--- config.mk ---
export PLATFORM = sky130hd
export DESIGN_NAME = best_fit_block_allocator_flat
export DESIGN_NICKNAME = d
export VERILOG_FILES = /design/src/hw/rtl/bfa_pkg.sv /design/src/hw/rtl/bfa_in_if.sv /design/src/hw/rtl/bfa_out_if.sv /design/src/hw/rtl/best_fit_block_allocator.sv /design/src/hw/rtl/bfa_ram.sv /design/src/flat_wrapper.sv
export SDC_FILE = /design/constraint.sdc
export NUM_CORES = 1
export LEC_CHECK = 0
export BUFFER_PORTS_ARGS = -buffer_cell sky130_fd_sc_hd__buf_2
export CORE_ASPECT_RATIO = 1.2
export CORE_MARGIN = 2
export CORE_UTILIZATION = 60
export DETAILED_ROUTE_END_ITERATION = 8
export GPL_ROUTABILITY_DRIVEN = 0
export GPL_TIMING_DRIVEN = 0
export PLACE_DENSITY = 0.78
export REMOVE_ABC_BUFFERS = 1
export SLEW_MARGIN = 20
export SYNTH_ARGS = -nofsm -noshare
export SYNTH_HDL_FRONTEND = slang
export SYNTH_SLANG_ARGS = --single-unit
--- constraint.sdc ---
create_clock -name clk -period 9.6 [get_ports clk]
set_clock_uncertainty 0.2 [all_clocks]
set_input_delay 0.96 -clock clk [delete_from_list [all_inputs] [get_ports clk]]
set_output_delay 0.96 -clock clk [all_outputs]
set_load 0.005 [all_outputs]
--- src/hw/rtl/bfa_pkg.sv ---
// ----------------------------------------------------------------------------
// Best-fit allocator package
// Field widths, opcodes and register map shared by the allocator files.
// ----------------------------------------------------------------------------
package bfa_pkg;

  // Field widths of the input and result words.
  localparam int OPCODE_W   = 2;
  localparam int SLOT_W     = 5;
  localparam int PORT_SIZE_W = 16;

  // Configuration register.
  localparam int ACTIVE_W     = 6;
  localparam int ACTIVE_RESET = 32;
  localparam int CFG_DATA_W   = 32;
  localparam int CFG_ADDR_W   = 3;

  // Register indexes.
  localparam logic REG_ACTIVE_BLOCKS = 1'b0;

  // Opcodes.
  localparam logic [OPCODE_W-1:0] OP_LOAD    = 2'd0;
  localparam logic [OPCODE_W-1:0] OP_REQUEST = 2'd1;
  localparam logic [OPCODE_W-1:0] OP_RELEASE = 2'd2;

  typedef logic [OPCODE_W-1:0]    opcode_t;
  typedef logic [SLOT_W-1:0]      slot_t;
  typedef logic [PORT_SIZE_W-1:0] port_size_t;

endpackage

--- src/hw/rtl/bfa_in_if.sv ---
// ----------------------------------------------------------------------------
// Allocator input channel
// Valid/ready channel that carries one command word.
// ----------------------------------------------------------------------------
interface bfa_in_if;
  import bfa_pkg::*;

  logic       valid;
  logic       ready;
  opcode_t    opcode;
  slot_t      block_slot;
  port_size_t size;

  modport source (output valid, output opcode, output block_slot, output size,
                  input ready);
  modport sink   (input valid, input opcode, input block_slot, input size,
                  output ready);
endinterface

--- src/hw/rtl/bfa_out_if.sv ---
// ----------------------------------------------------------------------------
// Allocator result channel
// Valid/ready channel that carries one result word.
// ----------------------------------------------------------------------------
interface bfa_out_if;
  import bfa_pkg::*;

  logic       valid;
  logic       ready;
  logic       granted;
  slot_t      block_index;
  port_size_t leftover;

  modport source (output valid, output granted, output block_index,
                  output leftover, input ready);
  modport sink   (input valid, input granted, input block_index,
                  input leftover, output ready);
endinterface

--- src/hw/rtl/best_fit_block_allocator.sv ---
// ----------------------------------------------------------------------------
// Best-fit block allocator
// Keeps a table of block sizes with used flags and grants best-fit requests.
// ----------------------------------------------------------------------------
// Every accepted word returns exactly one result word. A load word writes one
// table entry's size and frees that entry; a release word frees every entry;
// both pass through the done state to the result register. A request word
// scans the first active_blocks entries (capped at NUM_BLOCKS) one entry per
// cycle through a single subtract-and-compare unit fed by the registered read
// port of the size RAM, so the compare of each entry trails its read by that
// RAM register. Every word commits its result from the done state; the
// commit waits until the result register is free, that is until the pending
// result word is taken. The block takes one word at a time: in_ch.ready is
// high only while the sequencer is idle, but it does not wait for the result
// register to be drained, so the next word is taken while the previous result
// is still pending. The smallest leftover wins and ties go to the lowest
// index. Block sizes are not cleared at reset; a request must not reach an
// entry that was never loaded.
module best_fit_block_allocator #(
  parameter int NUM_BLOCKS = 32,
  parameter int SIZE_BITS  = 16
) (
  input  logic                         clk,
  input  logic                         rst_n,
  bfa_in_if.sink                       in_ch,
  bfa_out_if.source                    out_ch,
  input  logic                         psel,
  input  logic                         penable,
  input  logic                         pwrite,
  input  logic [bfa_pkg::CFG_ADDR_W-1:0] paddr,
  input  logic [bfa_pkg::CFG_DATA_W-1:0] pwdata,
  output logic [bfa_pkg::CFG_DATA_W-1:0] prdata,
  output logic                         pready
);
  import bfa_pkg::*;

  localparam int IDX_W = (NUM_BLOCKS > 1) ? $clog2(NUM_BLOCKS) : 1;
  localparam int CNT_W = $clog2(NUM_BLOCKS + 1);
  localparam int CMP_W = (CNT_W > ACTIVE_W) ? CNT_W : ACTIVE_W;

  // Sequencer states.
  localparam logic [1:0] S_IDLE = 2'd0;
  localparam logic [1:0] S_SCAN = 2'd1;
  localparam logic [1:0] S_DONE = 2'd2;

  logic [1:0]           state_r;
  logic [ACTIVE_W-1:0]  active_r;
  logic [NUM_BLOCKS-1:0] used_r;

  // Scan bookkeeping.
  logic [CNT_W-1:0]     cnt_r;
  logic [CNT_W-1:0]     lim_r;
  logic                 pend_r;
  logic [IDX_W-1:0]     pidx_r;
  logic [SIZE_BITS-1:0] req_r;
  logic                 found_r;
  logic [IDX_W-1:0]     best_idx_r;
  logic [SIZE_BITS-1:0] best_left_r;

  // Result register.
  logic                 out_valid_r;
  logic                 granted_r;
  slot_t                index_r;
  port_size_t           leftover_r;

  logic                 in_fire;
  logic                 cfg_wr;
  logic                 slot_ok;
  logic [SIZE_BITS-1:0] in_size;
  logic [SIZE_BITS-1:0] rd_data;
  logic [SIZE_BITS:0]   diff_full;
  logic                 better;
  logic                 scan_more;
  logic                 out_free;
  logic [CMP_W-1:0]     active_ext;
  logic [CMP_W-1:0]     lim_ext;

  assign in_ch.ready = (state_r == S_IDLE);
  assign in_fire     = in_ch.valid && in_ch.ready;
  assign in_size     = SIZE_BITS'(in_ch.size);
  assign slot_ok     = int'(in_ch.block_slot) < NUM_BLOCKS;

  // The search covers no more entries than the table holds.
  assign active_ext = CMP_W'(active_r);
  assign lim_ext    = (active_ext > CMP_W'(NUM_BLOCKS)) ? CMP_W'(NUM_BLOCKS) : active_ext;

  // Block size table. Loads write at acceptance; the scan reads one entry per
  // cycle and the data comes back in the following cycle, tagged by pidx_r.
  bfa_ram #(
    .WIDTH (SIZE_BITS),
    .DEPTH (NUM_BLOCKS)
  ) u_size_ram (
    .clk     (clk),
    .wr_en   (in_fire && (in_ch.opcode == OP_LOAD) && slot_ok),
    .wr_addr (IDX_W'(in_ch.block_slot)),
    .wr_data (in_size),
    .rd_addr (cnt_r[IDX_W-1:0]),
    .rd_data (rd_data)
  );

  // The shared unit: one subtract gives both the fit test (no borrow) and the
  // leftover, then one compare against the best leftover so far.
  assign diff_full = {1'b0, rd_data} - {1'b0, req_r};
  assign better    = pend_r && !used_r[pidx_r] && !diff_full[SIZE_BITS] &&
                     (!found_r || (diff_full[SIZE_BITS-1:0] < best_left_r));
  assign scan_more = (cnt_r != lim_r);
  assign out_free  = !out_valid_r || out_ch.ready;

  always_ff @(posedge clk) begin
    if (!rst_n) begin
      state_r     <= S_IDLE;
      used_r      <= '0;
      pend_r      <= 1'b0;
      found_r     <= 1'b0;
      out_valid_r <= 1'b0;
    end else begin
      // A taken result word is dropped unless a new one is committed below.
      if (out_ch.ready && (state_r != S_DONE)) begin
        out_valid_r <= 1'b0;
      end
      unique case (state_r)
        S_IDLE: begin
          if (in_fire) begin
            found_r <= 1'b0;
            req_r   <= in_size;
            cnt_r   <= '0;
            lim_r   <= CNT_W'(lim_ext);
            pend_r  <= 1'b0;
            if (in_ch.opcode == OP_REQUEST) begin
              state_r <= S_SCAN;
            end else begin
              state_r <= S_DONE;
            end
            if (in_ch.opcode == OP_LOAD && slot_ok) begin
              used_r[IDX_W'(in_ch.block_slot)] <= 1'b0;
            end
            if (in_ch.opcode == OP_RELEASE) begin
              used_r <= '0;
            end
          end
        end
        S_SCAN: begin
          pend_r <= scan_more;
          pidx_r <= cnt_r[IDX_W-1:0];
          if (scan_more) begin
            cnt_r <= cnt_r + 1'b1;
          end
          if (better) begin
            found_r     <= 1'b1;
            best_idx_r  <= pidx_r;
            best_left_r <= diff_full[SIZE_BITS-1:0];
          end
          if (!scan_more && !pend_r) begin
            state_r <= S_DONE;
          end
        end
        S_DONE: begin
          // Wait for the result register, then commit the result word.
          if (out_free) begin
            out_valid_r <= 1'b1;
            granted_r   <= found_r;
            index_r     <= found_r ? SLOT_W'(best_idx_r) : '0;
            leftover_r  <= found_r ? PORT_SIZE_W'(best_left_r) : '0;
            if (found_r) begin
              used_r[best_idx_r] <= 1'b1;
            end
            state_r <= S_IDLE;
          end
        end
        default: begin
          state_r <= S_IDLE;
        end
      endcase
    end
  end

  assign out_ch.valid       = out_valid_r;
  assign out_ch.granted     = granted_r;
  assign out_ch.block_index = index_r;
  assign out_ch.leftover    = leftover_r;

  // Configuration port: one register; pready is tied high. The word address is
  // paddr[2]; the byte offset bits are ignored.
  assign pready = 1'b1;
  assign cfg_wr = psel && penable && pwrite;

  always_ff @(posedge clk) begin
    if (!rst_n) begin
      active_r <= ACTIVE_W'(ACTIVE_RESET);
    end else if (cfg_wr && paddr[2] == REG_ACTIVE_BLOCKS) begin
      active_r <= pwdata[ACTIVE_W-1:0];
    end
  end

  assign prdata = (paddr[2] == REG_ACTIVE_BLOCKS) ? CFG_DATA_W'(active_r) : '0;

endmodule

--- src/hw/rtl/bfa_ram.sv ---
// ----------------------------------------------------------------------------
// Generic single-port-write RAM
// One write port and one read port with registered read data.
// ----------------------------------------------------------------------------
module bfa_ram #(
  parameter int WIDTH = 16,
  parameter int DEPTH = 32,
  parameter int ADDR_W = (DEPTH > 1) ? $clog2(DEPTH) : 1
) (
  input  logic              clk,
  input  logic              wr_en,
  input  logic [ADDR_W-1:0] wr_addr,
  input  logic [WIDTH-1:0]  wr_data,
  input  logic [ADDR_W-1:0] rd_addr,
  output logic [WIDTH-1:0]  rd_data
);

  logic [WIDTH-1:0] mem [DEPTH];
  logic [WIDTH-1:0] rd_data_r;

  always_ff @(posedge clk) begin
    if (wr_en) begin
      mem[wr_addr] <= wr_data;
    end
    rd_data_r <= mem[rd_addr];
  end

  assign rd_data = rd_data_r;

endmodule

--- src/flat_wrapper.sv ---
// flat-port wrapper written by rule: the top's interface ports become plain ports
module best_fit_block_allocator_flat import bfa_pkg::*;
#(
  parameter int NUM_BLOCKS = 32,
  parameter int SIZE_BITS  = 16
)
  (clk, rst_n, psel, penable, pwrite, paddr, pwdata, prdata, pready, in_ch_valid, in_ch_opcode, in_ch_block_slot, in_ch_size, in_ch_ready, out_ch_valid, out_ch_granted, out_ch_block_index, out_ch_leftover, out_ch_ready);
  bfa_in_if in_ch_i ();
  bfa_out_if out_ch_i ();
  input  logic clk;
  input  logic rst_n;
  input  logic psel;
  input  logic penable;
  input  logic pwrite;
  input  logic [bfa_pkg::CFG_ADDR_W-1:0] paddr;
  input  logic [bfa_pkg::CFG_DATA_W-1:0] pwdata;
  output logic [bfa_pkg::CFG_DATA_W-1:0] prdata;
  output logic pready;
  input wire logic [$bits(in_ch_i.valid)-1:0] in_ch_valid;
  input wire logic [$bits(in_ch_i.opcode)-1:0] in_ch_opcode;
  input wire logic [$bits(in_ch_i.block_slot)-1:0] in_ch_block_slot;
  input wire logic [$bits(in_ch_i.size)-1:0] in_ch_size;
  output wire logic [$bits(in_ch_i.ready)-1:0] in_ch_ready;
  output wire logic [$bits(out_ch_i.valid)-1:0] out_ch_valid;
  output wire logic [$bits(out_ch_i.granted)-1:0] out_ch_granted;
  output wire logic [$bits(out_ch_i.block_index)-1:0] out_ch_block_index;
  output wire logic [$bits(out_ch_i.leftover)-1:0] out_ch_leftover;
  input wire logic [$bits(out_ch_i.ready)-1:0] out_ch_ready;
  assign in_ch_i.valid = in_ch_valid;
  assign in_ch_i.opcode = in_ch_opcode;
  assign in_ch_i.block_slot = in_ch_block_slot;
  assign in_ch_i.size = in_ch_size;
  assign in_ch_ready = in_ch_i.ready;
  assign out_ch_valid = out_ch_i.valid;
  assign out_ch_granted = out_ch_i.granted;
  assign out_ch_block_index = out_ch_i.block_index;
  assign out_ch_leftover = out_ch_i.leftover;
  assign out_ch_i.ready = out_ch_ready;
  best_fit_block_allocator #(.NUM_BLOCKS(NUM_BLOCKS), .SIZE_BITS(SIZE_BITS)) u_core (.clk(clk), .rst_n(rst_n), .in_ch(in_ch_i), .out_ch(out_ch_i), .psel(psel), .penable(penable), .pwrite(pwrite), .paddr(paddr), .pwdata(pwdata), .prdata(prdata), .pready(pready));
endmodule
==> out/qor.csv <==
metric,value,unit
run_status,"complete, no violations",
tritoncts.num_buffers,57,
wire_length_of_the_first_global_routing_pass,88.82,mm
critPathKind,reg -> reg,
yosys_register_bits,647,
vias_in_the_first_global_route,14080,
detailroute.via_count,13840,
wirelength,60.14,mm
overflow,0,
worst_hold_path.endpoint,u_core.used_r[11]$_SDFFE_PN0P_,
worst_ep_arrival_time,5.09,ns
groute.usage.overall,0.2694,
avgRoutedWirePerCell,27.97,µm
synthesis.yosys.warnings,0,
first_iter_violations,1380,
std_cell_rows,84,
stdcell_area,29900,µm²
timing.final.hold_violations,0,
worst-path-max-fanout,15,
cts_hold_buf,0,
cts_tree,done,
min-delay-start,u_core.used_r[11]$_SDFFE_PN0P_,
final.period_utilization,0.5194,
met1_usage,0.3290,
die_area,45480,µm²
initial_core_util,0.6037,
cell_area_after_synthesis,26270,µm²
htree_num_levels,2,
final_core_utilization,0.6873,
p_per_area,198.3,nW/µm²
worst_ep_required_time,9.71,ns
synth.avg_cell_area,18.44,µm²
power.leakage,9.962,nW
grt_antenna_before_repair,1,
area_delta_synth_final,13.83,%
synth_edf_count,588,
cts-root-buf,sky130_fd_sc_hd__clkbuf_16,
n_fill_cell,2591,
synth_seq_area_share,0.7171,
slew_at_the_pin_closest_to_its_max_slew_limit,1.077,ns
hold_path_depth,2,
numPortBuffers,66,
drc_markers,0,
sum_of_net_half_perimeters_after_detailed_placement,36.87,mm
die_x,195.0,µm
synthDistinctLibCells,54,
maxCapViolations,0,
r2r.worst_path.cells,15,
met2_usage,0.4772,
detailed_place.area,27930,µm²
synth_async_sr_flop_share,0,
globalRoute.busiestLayer,met2,
nets,1640,
timing.final.setup_violations,0,
yosys_most_used_dff,sky130_fd_sc_hd__edfxtp_1,
slew_headroom,0.2823,
postCtsSetupRepairBufs,0,
remaining_antenna_violation_count,0,
drive_gt1_frac,0.2780,
ff2ff_setup_slack,4.61,ns
vdd_drop_max,142.3,µV
num_io_pins,122,
multi_input_comb_area,6987,µm²
finalWorstPathRequiredPeriod,4.986,ns
post_cts_resize_count,0,
register_area,18840,µm²
die_height,233.2,µm
rr_endpoint,u_core.best_left_r[2]$_DFFE_PP_,
grt_use_met3,0.04173,
type_of_element_capturing_the_critical_path,register,
critical_path.startpoint_type,register,
hold_class,reg -> reg,
clock_tree.buffer_depth,3,
synth_cells,1425,
grt_max_degree,38,
setup_total_negative_slack,0,ns
clkSinkCount,647,
fin_max_slew_vios,0,
core_region_area,43510,µm²
vias_per_cell,6.439,
setup_repair_after_global_routing_missed_its_margin,no,
clk_latency,0.61,ns
dr.pass1.iters,6,
r2r_start,u_core.u_size_ram.rd_data[0]$_DFF_P_,
achievable-frequency,0.2006,GHz
clk_pin_slew_worst_paths,0.07,ns
[Yosys cell counts, drive strengths merged (2+ instances only)]
| cell type | number | share of area |
|---|---|---|
| conb | 2 | 0.00029 |
| edfxtp | 588 | 0.67 |
| o21ai | 41 | 0.0078 |
| nor3 | 9 | 0.0017 |
| and3b | 4 | 0.0013 |
| nor3b | 6 | 0.0017 |
| o31ai | 4 | 0.0011 |
| inv | 42 | 0.0060 |
| a31oi | 2 | 0.00048 |
| and3 | 10 | 0.0024 |
| o211ai | 3 | 0.00086 |
| dfxtp | 59 | 0.045 |
| and2 | 27 | 0.0064 |
| nand2b | 7 | 0.0017 |
| o2111ai | 2 | 0.00067 |
| nand2 | 19 | 0.0027 |
| ha | 32 | 0.015 |
| mux2i | 16 | 0.0061 |
| a21oi | 84 | 0.016 |
| or3b | 2 | 0.00067 |
| mux4 | 166 | 0.14 |
| a21o | 7 | 0.0020 |
| nor2 | 99 | 0.014 |
| nand3 | 12 | 0.0023 |
| or3 | 3 | 0.00071 |
| xnor2 | 14 | 0.0047 |
| o22ai | 2 | 0.00048 |
| nand4 | 4 | 0.00095 |
| mux2 | 17 | 0.0073 |
| a21boi | 2 | 0.00057 |
| xor2 | 5 | 0.0017 |
| clkbuf | 37 | 0.0053 |
| a2111oi | 3 | 0.0010 |
| nor2b | 19 | 0.0045 |
| buf | 56 | 0.015 |
| o311ai | 2 | 0.00067 |
| o21a | 3 | 0.00086 |
| nand3b | 3 | 0.00086 |
[per-stage QoR]
| step | total power, mW | hold WS, ns | worst slack [ns] | std cells |
|---|---|---|---|---|
| after floorplan | 3.431 | 0.2315 | 2.394 | 1357 |
| after global placement | 3.565 | 0.2450 | -0.2968 | 1982 |
| after global routing | 6.086 | 0.2858 | 4.387 | 2150 |
| after CTS | 5.952 | 0.2718 | 4.703 | 2148 |
| final | 5.931 | 0.2681 | 4.614 | 2150 |
| after detailed placement | 3.581 | 0.2571 | 4.803 | 2041 |
[where the power goes]
group / switching [mW] / internal (mW) / total [mW]
clock: 1.02 / 1.38 / 2.39
sequential: 0.0164 / 3.10 / 3.11
combinational: 0.249 / 0.175 / 0.424
total: 1.28 / 4.65 / 5.93
[kinds of logic after synthesis]
group,Yosys count,synth area share
flops,647,0.7171
buf+inv,135,0.02634
xor+xnor,19,0.006335
fa+ha+maj,33,0.01600
compound gates,162,0.03486
simple gates,228,0.04339
mux,199,0.1557
other cells,2,0.0002859
[routing by layer]
| layer | vias up | share of wire |
|---|---|---|
| met3 | 150 | 0.076 |
| met5 | - | 0 |
| li1 | 5844 | - |
| met4 | 0 | 0.044 |
| met1 | 7072 | 0.36 |
| met2 | 777 | 0.52 |
[layout make-up]
| cell class | instances | share of cell area |
|---|---|---|
| Inverter | 42 | 0.005272 |
| Sequential cell | 647 | 0.6300 |
| Multi-Input combinational cell | 668 | 0.2336 |
| Clock buffer | 65 | 0.04941 |
| Clock inverter | 42 | 0.01603 |
| Tap cell | 559 | 0.02339 |
| Antenna cell | 1 | 0.00008368 |
| Timing Repair Buffer | 126 | 0.04222 |
[worst max-delay path: stages, from the launching register on]
cell,delay [ns]
sky130_fd_sc_hd__dfxtp_1,0.33
sky130_fd_sc_hd__inv_1,0.05
sky130_fd_sc_hd__ha_1,0.26
sky130_fd_sc_hd__fa_1,0.48
sky130_fd_sc_hd__nor2b_1,0.23
sky130_fd_sc_hd__o31ai_1,0.12
sky130_fd_sc_hd__a21boi_0,0.41
sky130_fd_sc_hd__o211ai_1,0.26
sky130_fd_sc_hd__o311ai_0,0.48
sky130_fd_sc_hd__ha_1,0.34
sky130_fd_sc_hd__a21o_1,0.18
sky130_fd_sc_hd__a21o_1,0.17
sky130_fd_sc_hd__a2111oi_0,0.41
sky130_fd_sc_hd__nand3_1,0.18
sky130_fd_sc_hd__nor2_2,0.35
sky130_fd_sc_hd__buf_6,0.25
[placed cells by master, fill, tap and decap left out, types with 6 or more instances in the layout]
master,count
sky130_fd_sc_hd__xnor2_1,14
sky130_fd_sc_hd__a21oi_1,84
sky130_fd_sc_hd__nor2_2,23
sky130_fd_sc_hd__nor2b_1,18
sky130_fd_sc_hd__nor3_1,8
sky130_fd_sc_hd__clkinvlp_4,7
sky130_fd_sc_hd__and3_1,9
sky130_fd_sc_hd__clkinv_2,16
sky130_fd_sc_hd__ha_1,32
sky130_fd_sc_hd__clkinv_1,8
sky130_fd_sc_hd__inv_1,42
sky130_fd_sc_hd__conb_1,27
sky130_fd_sc_hd__dfxtp_1,59
sky130_fd_sc_hd__nor2_4,10
sky130_fd_sc_hd__buf_16,6
sky130_fd_sc_hd__nand2_1,19
sky130_fd_sc_hd__a21o_1,7
sky130_fd_sc_hd__and2_1,27
sky130_fd_sc_hd__o21ai_0,41
sky130_fd_sc_hd__buf_2,67
sky130_fd_sc_hd__clkbuf_16,58
sky130_fd_sc_hd__nand3_1,12
sky130_fd_sc_hd__nand2b_1,7
sky130_fd_sc_hd__nor2_1,66
sky130_fd_sc_hd__mux4_2,166
sky130_fd_sc_hd__mux2_2,17
sky130_fd_sc_hd__bufinv_16,10
sky130_fd_sc_hd__buf_8,45
sky130_fd_sc_hd__clkbuf_1,7
sky130_fd_sc_hd__edfxtp_1,588
sky130_fd_sc_hd__mux2i_1,16
sky130_fd_sc_hd__buf_6,7
[how the worst max path moves through the flow]
stage | from | to | slack [ns] | cells after the start
final | u_core.u_size_ram.rd_data[0]$_DFF_P_ | u_core.best_left_r[2]$_DFFE_PP_ | 4.61 | 15
after floorplan | u_core.cnt_r[0]$_SDFFCE_PN0P_ | u_core.cnt_r[0]$_SDFFCE_PN0P_ | 2.39 | 4
after global routing | u_core.u_size_ram.rd_data[0]$_DFF_P_ | u_core.best_left_r[4]$_DFFE_PP_ | 4.39 | 15
after CTS | u_core.u_size_ram.rd_data[0]$_DFF_P_ | u_core.best_left_r[3]$_DFFE_PP_ | 4.70 | 15
after detailed placement | u_core.req_r[0]$_DFFE_PP_ | u_core.best_left_r[1]$_DFFE_PP_ | 4.80 | 14
after global placement | u_core.cnt_r[0]$_SDFFCE_PN0P_ | u_core.cnt_r[5]$_SDFFCE_PN0P_ | -0.30 | 4
[flip-flops by register name, indices dropped and copies added (netlist names), 5 cells and up]
register                   count
u_core.active_ext              6
u_core.best_idx_r              5
u_core.best_left_r            16
u_core.cnt_r                   6
u_core.lim_r                   6
u_core.out_ch.block_index      5
u_core.out_ch.leftover        16
u_core.pidx_r                  5
u_core.req_r                  16
u_core.u_size_ram.mem        512
u_core.u_size_ram.rd_data     16
u_core.used_r                 32
(Power assumes the default switching activity.)
